File: src/rtl/core/sti_pkg.sv
// Shared types and codes for the sorted table block.
// No dependencies; imported by the top level of the block.
`default_nettype none

package sti_pkg;

   localparam int ACTION_WIDTH    = 3;
   localparam int DATA_WIDTH      = 32;
   localparam int POS_WIDTH       = 6;
   localparam int COUNT_OUT_WIDTH = 7;
   localparam int STATUS_WIDTH    = 2;

   typedef logic [ACTION_WIDTH-1:0]       action_type;
   typedef logic signed [DATA_WIDTH-1:0]  data_type;
   typedef logic [POS_WIDTH-1:0]          pos_type;
   typedef logic [COUNT_OUT_WIDTH-1:0]    count_out_type;
   typedef logic [STATUS_WIDTH-1:0]       status_type;

   localparam action_type ACT_INSERT  = 3'd0;
   localparam action_type ACT_PREPEND = 3'd1;
   localparam action_type ACT_APPEND  = 3'd2;
   localparam action_type ACT_REMOVE  = 3'd3;
   localparam action_type ACT_READ    = 3'd4;

   localparam status_type ST_DONE  = 2'd0;
   localparam status_type ST_DROP  = 2'd1;
   localparam status_type ST_FULL  = 2'd2;
   localparam status_type ST_RANGE = 2'd3;

endpackage

`default_nettype wire

File: src/rtl/core/sorted_table_insert_remove.sv
// Sorted table: keeps up to DEPTH distinct signed values in ascending order in one RAM.
// Depends on sti_pkg and sti_ram.
//
// A user sends one request transfer (insert, prepend, append, remove or read) and gets
// exactly one response transfer with the read value, the entry count after the
// operation and a status. The block works on one request at a time; req_stall is high
// from the accepting edge until the response is placed in the output register, and a
// new request may be taken while that response still waits. The entries live in a
// single RAM with one write and one registered read port, and every entry that an
// operation moves costs one write on that port. The RAM needs no clearing pass:
// only entries below the count are ever read.
`default_nettype none

module sorted_table_insert_remove #(
   parameter int DEPTH       = 64,
   parameter int VALUE_WIDTH = 32
) (
   input  wire logic                   clock,
   input  wire logic                   reset,
   input  wire logic                   req_valid,
   output logic                        req_stall,
   input  wire sti_pkg::action_type    req_action,
   input  wire sti_pkg::data_type      req_value,
   input  wire sti_pkg::pos_type       req_position,
   output logic                        rsp_valid,
   input  wire logic                   rsp_stall,
   output sti_pkg::data_type           rsp_read_value,
   output sti_pkg::count_out_type      rsp_count,
   output sti_pkg::status_type         rsp_status
);

   import sti_pkg::*;

   localparam int AW   = $clog2(DEPTH);
   localparam int CW   = $clog2(DEPTH + 1);
   localparam int CMPW = (CW > POS_WIDTH) ? CW : POS_WIDTH;

   // Sequencer states.
   localparam logic [2:0] S_IDLE   = 3'd0;
   localparam logic [2:0] S_SCAN   = 3'd1;
   localparam logic [2:0] S_TAIL   = 3'd2;
   localparam logic [2:0] S_SHIFT  = 3'd3;
   localparam logic [2:0] S_APPEND = 3'd4;
   localparam logic [2:0] S_READ   = 3'd5;
   localparam logic [2:0] S_RESP   = 3'd6;

   typedef logic signed [VALUE_WIDTH-1:0] entry_type;

   // Control state.
   logic [2:0]    state_ff, state_in;
   logic [CW-1:0] count_ff, count_in;
   logic          rsp_valid_ff, rsp_valid_in;

   // Working registers of the current request.
   action_type    action_ff, action_in;
   entry_type     value_ff, value_in;
   entry_type     carry_ff, carry_in;
   logic          carrying_ff, carrying_in;
   logic [AW-1:0] ptr_ff, ptr_in;
   status_type    status_ff, status_in;
   data_type      rdval_ff, rdval_in;

   // Output register.
   data_type      rsp_read_value_ff, rsp_read_value_in;
   count_out_type rsp_count_ff, rsp_count_in;
   status_type    rsp_status_ff, rsp_status_in;

   // RAM port signals.
   logic          ram_wr_en;
   logic [AW-1:0] ram_wr_addr;
   entry_type     ram_wr_data;
   logic          ram_rd_en;
   logic [AW-1:0] ram_rd_addr;
   entry_type     ram_rd_data;

   // Decoded request terms.
   entry_type     req_entry;
   logic          table_full;
   logic          table_empty;
   logic          pos_bad;
   logic          pos_last;
   logic          ptr_last;

   // The value is taken as a signed number of its low bits and fitted to the entry width.
   assign req_entry   = VALUE_WIDTH'(req_value);
   assign table_full  = (count_ff == CW'(DEPTH));
   assign table_empty = (count_ff == '0);
   assign pos_bad     = (CMPW'(req_position) >= CMPW'(count_ff));
   assign pos_last    = ((CMPW'(req_position) + CMPW'(1)) == CMPW'(count_ff));
   assign ptr_last    = (CW'(ptr_ff) == (count_ff - CW'(1)));

   sti_ram #(
      .WIDTH (VALUE_WIDTH),
      .DEPTH (DEPTH)
   ) u_ram (
      .clock   (clock),
      .wr_en   (ram_wr_en),
      .wr_addr (ram_wr_addr),
      .wr_data (ram_wr_data),
      .rd_en   (ram_rd_en),
      .rd_addr (ram_rd_addr),
      .rd_data (ram_rd_data)
   );

   // The sequencer streams through the RAM with reads running one entry ahead of the
   // writes. An entry is always read before it is overwritten, and a write never hits
   // the address read in the same cycle, so no forwarding path is needed.
   //
   // Insert and prepend walk forward from entry 0. Until the insertion point is found
   // nothing is written; an equal entry drops the value there with the table intact.
   // From the insertion point on, each cycle writes the carried value into the slot
   // just read and carries the old entry on; the last carried entry lands at the old
   // count in the tail state. Remove walks forward from the entry after the removed
   // one and copies each entry one slot down.
   always_comb begin
      state_in          = state_ff;
      count_in          = count_ff;
      rsp_valid_in      = rsp_valid_ff && rsp_stall;
      action_in         = action_ff;
      value_in          = value_ff;
      carry_in          = carry_ff;
      carrying_in       = carrying_ff;
      ptr_in            = ptr_ff;
      status_in         = status_ff;
      rdval_in          = rdval_ff;
      rsp_read_value_in = rsp_read_value_ff;
      rsp_count_in      = rsp_count_ff;
      rsp_status_in     = rsp_status_ff;
      ram_wr_en         = 1'b0;
      ram_wr_addr       = ptr_ff;
      ram_wr_data       = carry_ff;
      ram_rd_en         = 1'b0;
      ram_rd_addr       = ptr_ff;

      case (state_ff)
         S_IDLE: begin
            if (req_valid) begin
               action_in   = req_action;
               value_in    = req_entry;
               carrying_in = 1'b0;
               ptr_in      = '0;
               status_in   = ST_DONE;
               rdval_in    = '0;
               state_in    = S_RESP;
               case (req_action)
                  ACT_INSERT, ACT_PREPEND, ACT_APPEND: begin
                     if (table_full) begin
                        status_in = ST_FULL;
                     end else if (table_empty) begin
                        ram_wr_en   = 1'b1;
                        ram_wr_addr = '0;
                        ram_wr_data = req_entry;
                        count_in    = count_ff + CW'(1);
                     end else if (req_action == ACT_APPEND) begin
                        ram_rd_en   = 1'b1;
                        ram_rd_addr = AW'(count_ff - CW'(1));
                        state_in    = S_APPEND;
                     end else begin
                        ram_rd_en   = 1'b1;
                        ram_rd_addr = '0;
                        state_in    = S_SCAN;
                     end
                  end
                  ACT_REMOVE: begin
                     if (pos_bad) begin
                        status_in = ST_RANGE;
                     end else if (pos_last) begin
                        count_in = count_ff - CW'(1);
                     end else begin
                        ram_rd_en   = 1'b1;
                        ram_rd_addr = AW'(req_position) + AW'(1);
                        ptr_in      = AW'(req_position) + AW'(1);
                        state_in    = S_SHIFT;
                     end
                  end
                  ACT_READ: begin
                     if (pos_bad) begin
                        status_in = ST_RANGE;
                     end else begin
                        ram_rd_en   = 1'b1;
                        ram_rd_addr = AW'(req_position);
                        state_in    = S_READ;
                     end
                  end
                  default: begin
                     status_in = ST_DONE;
                  end
               endcase
            end
         end

         S_SCAN: begin
            ram_rd_en   = 1'b1;
            ram_rd_addr = ptr_ff + AW'(1);
            ptr_in      = ptr_ff + AW'(1);
            if (carrying_ff) begin
               ram_wr_en   = 1'b1;
               ram_wr_data = carry_ff;
               carry_in    = ram_rd_data;
            end else if (ram_rd_data < value_ff) begin
               if (action_ff == ACT_PREPEND) begin
                  status_in = ST_DROP;
                  state_in  = S_RESP;
               end else begin
                  carry_in = value_ff;
               end
            end else if (ram_rd_data == value_ff) begin
               status_in = ST_DROP;
               state_in  = S_RESP;
            end else begin
               ram_wr_en   = 1'b1;
               ram_wr_data = value_ff;
               carry_in    = ram_rd_data;
               carrying_in = 1'b1;
            end
            if (ptr_last && (state_in == S_SCAN)) begin
               ram_rd_en = 1'b0;
               state_in  = S_TAIL;
            end
         end

         S_TAIL: begin
            ram_wr_en   = 1'b1;
            ram_wr_addr = AW'(count_ff);
            ram_wr_data = carry_ff;
            count_in    = count_ff + CW'(1);
            state_in    = S_RESP;
         end

         S_SHIFT: begin
            ram_wr_en   = 1'b1;
            ram_wr_addr = ptr_ff - AW'(1);
            ram_wr_data = ram_rd_data;
            if (ptr_last) begin
               count_in = count_ff - CW'(1);
               state_in = S_RESP;
            end else begin
               ram_rd_en   = 1'b1;
               ram_rd_addr = ptr_ff + AW'(1);
               ptr_in      = ptr_ff + AW'(1);
            end
         end

         S_APPEND: begin
            if (value_ff > ram_rd_data) begin
               ram_wr_en   = 1'b1;
               ram_wr_addr = AW'(count_ff);
               ram_wr_data = value_ff;
               count_in    = count_ff + CW'(1);
            end else begin
               status_in = ST_DROP;
            end
            state_in = S_RESP;
         end

         S_READ: begin
            rdval_in = DATA_WIDTH'(ram_rd_data);
            state_in = S_RESP;
         end

         S_RESP: begin
            if (!rsp_valid_ff || !rsp_stall) begin
               rsp_valid_in      = 1'b1;
               rsp_read_value_in = rdval_ff;
               rsp_count_in      = COUNT_OUT_WIDTH'(count_ff);
               rsp_status_in     = status_ff;
               state_in          = S_IDLE;
            end
         end

         default: begin
            state_in = S_IDLE;
         end
      endcase
   end

   always_ff @(posedge clock) begin
      if (reset) begin
         state_ff     <= S_IDLE;
         count_ff     <= '0;
         rsp_valid_ff <= 1'b0;
      end else begin
         state_ff     <= state_in;
         count_ff     <= count_in;
         rsp_valid_ff <= rsp_valid_in;
      end
   end

   always_ff @(posedge clock) begin
      action_ff         <= action_in;
      value_ff          <= value_in;
      carry_ff          <= carry_in;
      carrying_ff       <= carrying_in;
      ptr_ff            <= ptr_in;
      status_ff         <= status_in;
      rdval_ff          <= rdval_in;
      rsp_read_value_ff <= rsp_read_value_in;
      rsp_count_ff      <= rsp_count_in;
      rsp_status_ff     <= rsp_status_in;
   end

   assign req_stall      = (state_ff != S_IDLE);
   assign rsp_valid      = rsp_valid_ff;
   assign rsp_read_value = rsp_read_value_ff;
   assign rsp_count      = rsp_count_ff;
   assign rsp_status     = rsp_status_ff;

   // The entry count never exceeds the table size.
   a_count_bounded: assert property (@(posedge clock) disable iff (reset)
      count_ff <= CW'(DEPTH))
      else $error("entry count above table size");

   // The count moves by at most one entry per cycle.
   a_count_step: assert property (@(posedge clock) disable iff (reset)
      !$past(reset) |-> ((count_ff == $past(count_ff)) ||
                         (count_ff == $past(count_ff) + CW'(1)) ||
                         (count_ff + CW'(1) == $past(count_ff))))
      else $error("entry count jumped");

   // The RAM is never written while the block is waiting to respond.
   a_no_idle_write: assert property (@(posedge clock) disable iff (reset)
      (state_ff == S_RESP) |-> !ram_wr_en)
      else $error("RAM write outside an operation");

   // An accepted request always leaves the idle state.
   a_accept_busy: assert property (@(posedge clock) disable iff (reset)
      (req_valid && !req_stall) |=> (state_ff != S_IDLE))
      else $error("accepted request did not start");

   // A new response is only loaded out of the response state.
   a_rsp_source: assert property (@(posedge clock) disable iff (reset)
      (rsp_valid_in && !(rsp_valid_ff && rsp_stall)) |-> (state_ff == S_RESP))
      else $error("response loaded outside response state");

endmodule

`default_nettype wire

File: src/rtl/core/sti_ram.sv
// Generic single-clock RAM with one write port and one registered read port.
// No dependencies.
`default_nettype none

module sti_ram #(
   parameter int WIDTH = 32,
   parameter int DEPTH = 64
) (
   input  wire logic                     clock,
   input  wire logic                     wr_en,
   input  wire logic [$clog2(DEPTH)-1:0] wr_addr,
   input  wire logic [WIDTH-1:0]         wr_data,
   input  wire logic                     rd_en,
   input  wire logic [$clog2(DEPTH)-1:0] rd_addr,
   output logic      [WIDTH-1:0]         rd_data
);

   logic [WIDTH-1:0] mem_ff [DEPTH];
   logic [WIDTH-1:0] rd_data_ff;

   always_ff @(posedge clock) begin
      if (wr_en) begin
         mem_ff[wr_addr] <= wr_data;
      end
      if (rd_en) begin
         rd_data_ff <= mem_ff[rd_addr];
      end
   end

   assign rd_data = rd_data_ff;

endmodule

`default_nettype wire

File: config.mk
export PLATFORM = sky130hd
export DESIGN_NAME = sorted_table_insert_remove
export DESIGN_NICKNAME = d
export VERILOG_FILES = /design/src/rtl/core/sti_pkg.sv /design/src/rtl/core/sorted_table_insert_remove.sv /design/src/rtl/core/sti_ram.sv
export SDC_FILE = /design/constraint.sdc
export NUM_CORES = 2
export LEC_CHECK = 0
export BUFFER_PORTS_ARGS = -buffer_cell sky130_fd_sc_hd__buf_2
export CAP_MARGIN = 25
export CORE_UTILIZATION = 65
export DETAILED_ROUTE_END_ITERATION = 6
export MAX_ROUTING_LAYER = met4
export PLACE_DENSITY = 0.79
export SLEW_MARGIN = 25
export SYNTH_ARGS = -nofsm -noshare
export SYNTH_HDL_FRONTEND = slang
export SYNTH_HIERARCHICAL = 1
export SYNTH_SLANG_ARGS = --single-unit
File: constraint.sdc
create_clock -name clock -period 13.5 [get_ports clock]
set_input_delay 1.35 -clock clock [delete_from_list [all_inputs] [get_ports clock]]
set_output_delay 1.35 -clock clock [all_outputs]
set_load 0.02 [all_outputs]
==> qor.yml <==
status: "finished, final reports clean"
synthDistinctLibCells: 84
tightest_slew_ps: 1215
hold_depth: 0
clock_skew_ps: 35.55
grt_overflow: 0
cts_setup_buffers: 0
drc: 0
io_pins: 88
synthCells: 4369
post-route-period-util_pct: 57.84
die-area_um2: 138100
fin_nets: 4646
clk_path_buf_depth: 3
hold_ws_ps: 418.4
setup-tns-final_ps: 0
cts.clk_slew.worst_paths_ps: 60
cp.arrival_ps: 8340
leakage_nw: 31.53
drt_wl_total_um: 243200
cts_tree: "built"
dp_cells: 6124
crit_type: "register to register"
vias_per_cell: 7.374
synth_edf_count: 2229
final_util_pct: 72.71
dpl_cell_area_um2: 91820
initial_utilization_pct: 65.57
path_max_fanout: 83
clock_latency_ps: 860
critical_path.startpoint_type: "register"
syn_to_final_growth_pct: 10.90
drive_gt1_share_pct: 23.98
rr_worst_depth: 16
drtIter0Drc: 8085
drt_first_pass_iters: 6
clock-sinks: 2240
post_cts_resized: 0
syn_area_per_cell_um2: 20.33
period_needed_ps: 7808
min_path_type: "register to register"
num_rows: 135
rsz0062_at_grt: "no"
htree_num_levels: 4
netlist_area_um2: 88820
synth-seq-cells: 2240
yosysTopAreaCellShare_pct: 75.36
yosys-top-cells-area: "edfxtp_1 75%, mux4_2 11%, mux2i_1 2.5%"
dp_hpwl_um: 131300
ir_worst_vdd_mv: 0.1580
layout.cells.non_filler: 6524
antenna_left: 0
fin_area_um2: 98500
final_cell_mix: "2229 x edfxtp_1, 446 x mux4_2, 221 x mux2i_1"
numCtsBuffers: 211
cp-end-kind: "register"
synth_compound_area_share_pct: 4.646
antenna_found_initial: 13
drt-wirelength-per-cell_um: 37.27
synth_xor_area_share_pct: 0.3240
max_freq_ghz: 0.1281
gr-usage-all-layers_pct: 36.91
clock-root-buffer: "clkbuf_16"
final_hold_viol_count: 0
cap_violations: 0
syn-num-nets: 4457
synth_top_family_by_area: "multiplexers"
grt_pass1_vias: 47280
yosysSeqAreaShare_pct: 75.61
required_ps: 14030
dr_total_vias: 48110
grt_max_degree: 117
die_w_um: 371.7
synth_fa_ha_area_share_pct: 0.6057
fp.dieH_um: 371.7
ys_async_sr_fraction_pct: 0
globalplace.congestion: 0.9211
setup_viol: 0
grt_pass1_wl_um: 342400
yosys.area_share.simple_pct: 2.661
layout.cells.most_common: "edfxtp_1"
synth_ff_type: "edfxtp_1"
cts_hold_buf: 0
synth_area_leader_cell: "edfxtp_1"
p_per_area_nw_per_um2: 225.7
synthMuxAreaShare_pct: 14.19
max-slew-margin-rel_pct: 18.14
yosysWarnings: 6
drv_slew: 0
fp.coreArea_um2: 135500
portBuffers: 87
==> logic make-up (layout without fill, tap and decap cells) <==
kind of cell,after synthesis,in the layout
flops,2240,2240
mux,698,698
compound gates,578,578
simple gates,468,468
buf+inv,314,673
fa+ha+maj,43,43
xor+xnor,28,28
other cells,0,15
==> metrics by stage <==
step / worst slack (ps) / power (mW)
floorplan: 7634 / 13.74
global placement: 5425 / 16.08
detailed placement: 5291 / 16.29
CTS: 5870 / 22.05
global route: 5447 / 22.72
finish: 5692 / 22.23
==> synthesized netlist by cell type (36+ instances only) <==
cell,number
ha_1,43
a22oi_1,130
clkbuf_1,112
edfxtp_1,2229
nor2_1,127
buf_6,36
mux2i_1,221
o22ai_1,74
nand3_1,68
o21ai_0,75
a221o_1,36
buf_2,60
inv_1,53
mux4_2,446
a21oi_1,70
nand2_1,95
and3_1,44
==> metal layers <==
metal	vias up	wire length, µm	global-route usage [%]
li1	18700	-	-
met2	4229	113200	54.62
met4	0	14090	18.80
met1	24440	81330	47.78
met3	735	34530	9.736
met5	-	0	-
==> registers in the layout, summed over array words and instances, names as in the netlist <==
| signal | count |
|---|---|
| rsp_read_value | 32 |
| carrying_ff | 1 |
| rsp_valid | 1 |
| carry_ff | 32 |
| rsp_status | 2 |
| status_ff | 2 |
| u_ram/mem_ff | 2048 |
| rsp_count | 7 |
| count_ff | 7 |
| state_ff | 3 |
| rdval_ff | 32 |
| ptr_ff | 6 |
| value_ff | 32 |
| u_ram/rd_data | 32 |
| action_ff | 3 |
==> power by group <==
| group | internal [mW] | switching (mW) | total, mW |
|---|---|---|---|
| combinational | 2.26 | 4.92 | 7.18 |
| sequential | 9.14 | 0.181 | 9.32 |
| clock | 3.20 | 2.53 | 5.73 |
| total | 14.6 | 7.64 | 22.2 |
==> critical path: stages (launching register included) <==
cell and delay, ps:
dfxtp_1 720, inv_1 290, ha_1 370, xor3_1 380
nor3_1 230, nand4_1 290, nor3_2 520, o22ai_1 320
a2bb2oi_1 250, o21ai_4 410, buf_12 540, buf_4 770
buf_4 640, mux4_2 410, a22o_1 260, a221oi_1 810
a221oi_1 180
==> layout make-up <==
type | count | area (µm²)
timing repair buffer | 236 | 1657
inverter | 54 | 202.7
multi-input combinational | 1815 | 20640
clock buffer | 268 | 5579
antenna | 15 | 37.54
sequential | 2240 | 67160
fill | 7330 | 36970
tap | 1781 | 2228
clock inverter | 115 | 1002
==> worst paths after layout <==
check	from	end	slack [ps]
setup / recovery	count_ff[0]	u_ram/rd_data[22]	5690
hold / removal	rdval_ff[4]	rsp_read_value[4]	420
setup reg to reg	count_ff[0]	u_ram/rd_data[22]	5690
hold reg to reg	rdval_ff[4]	rsp_read_value[4]	420
No activity file was read; power rests on OpenSTA's default activity.
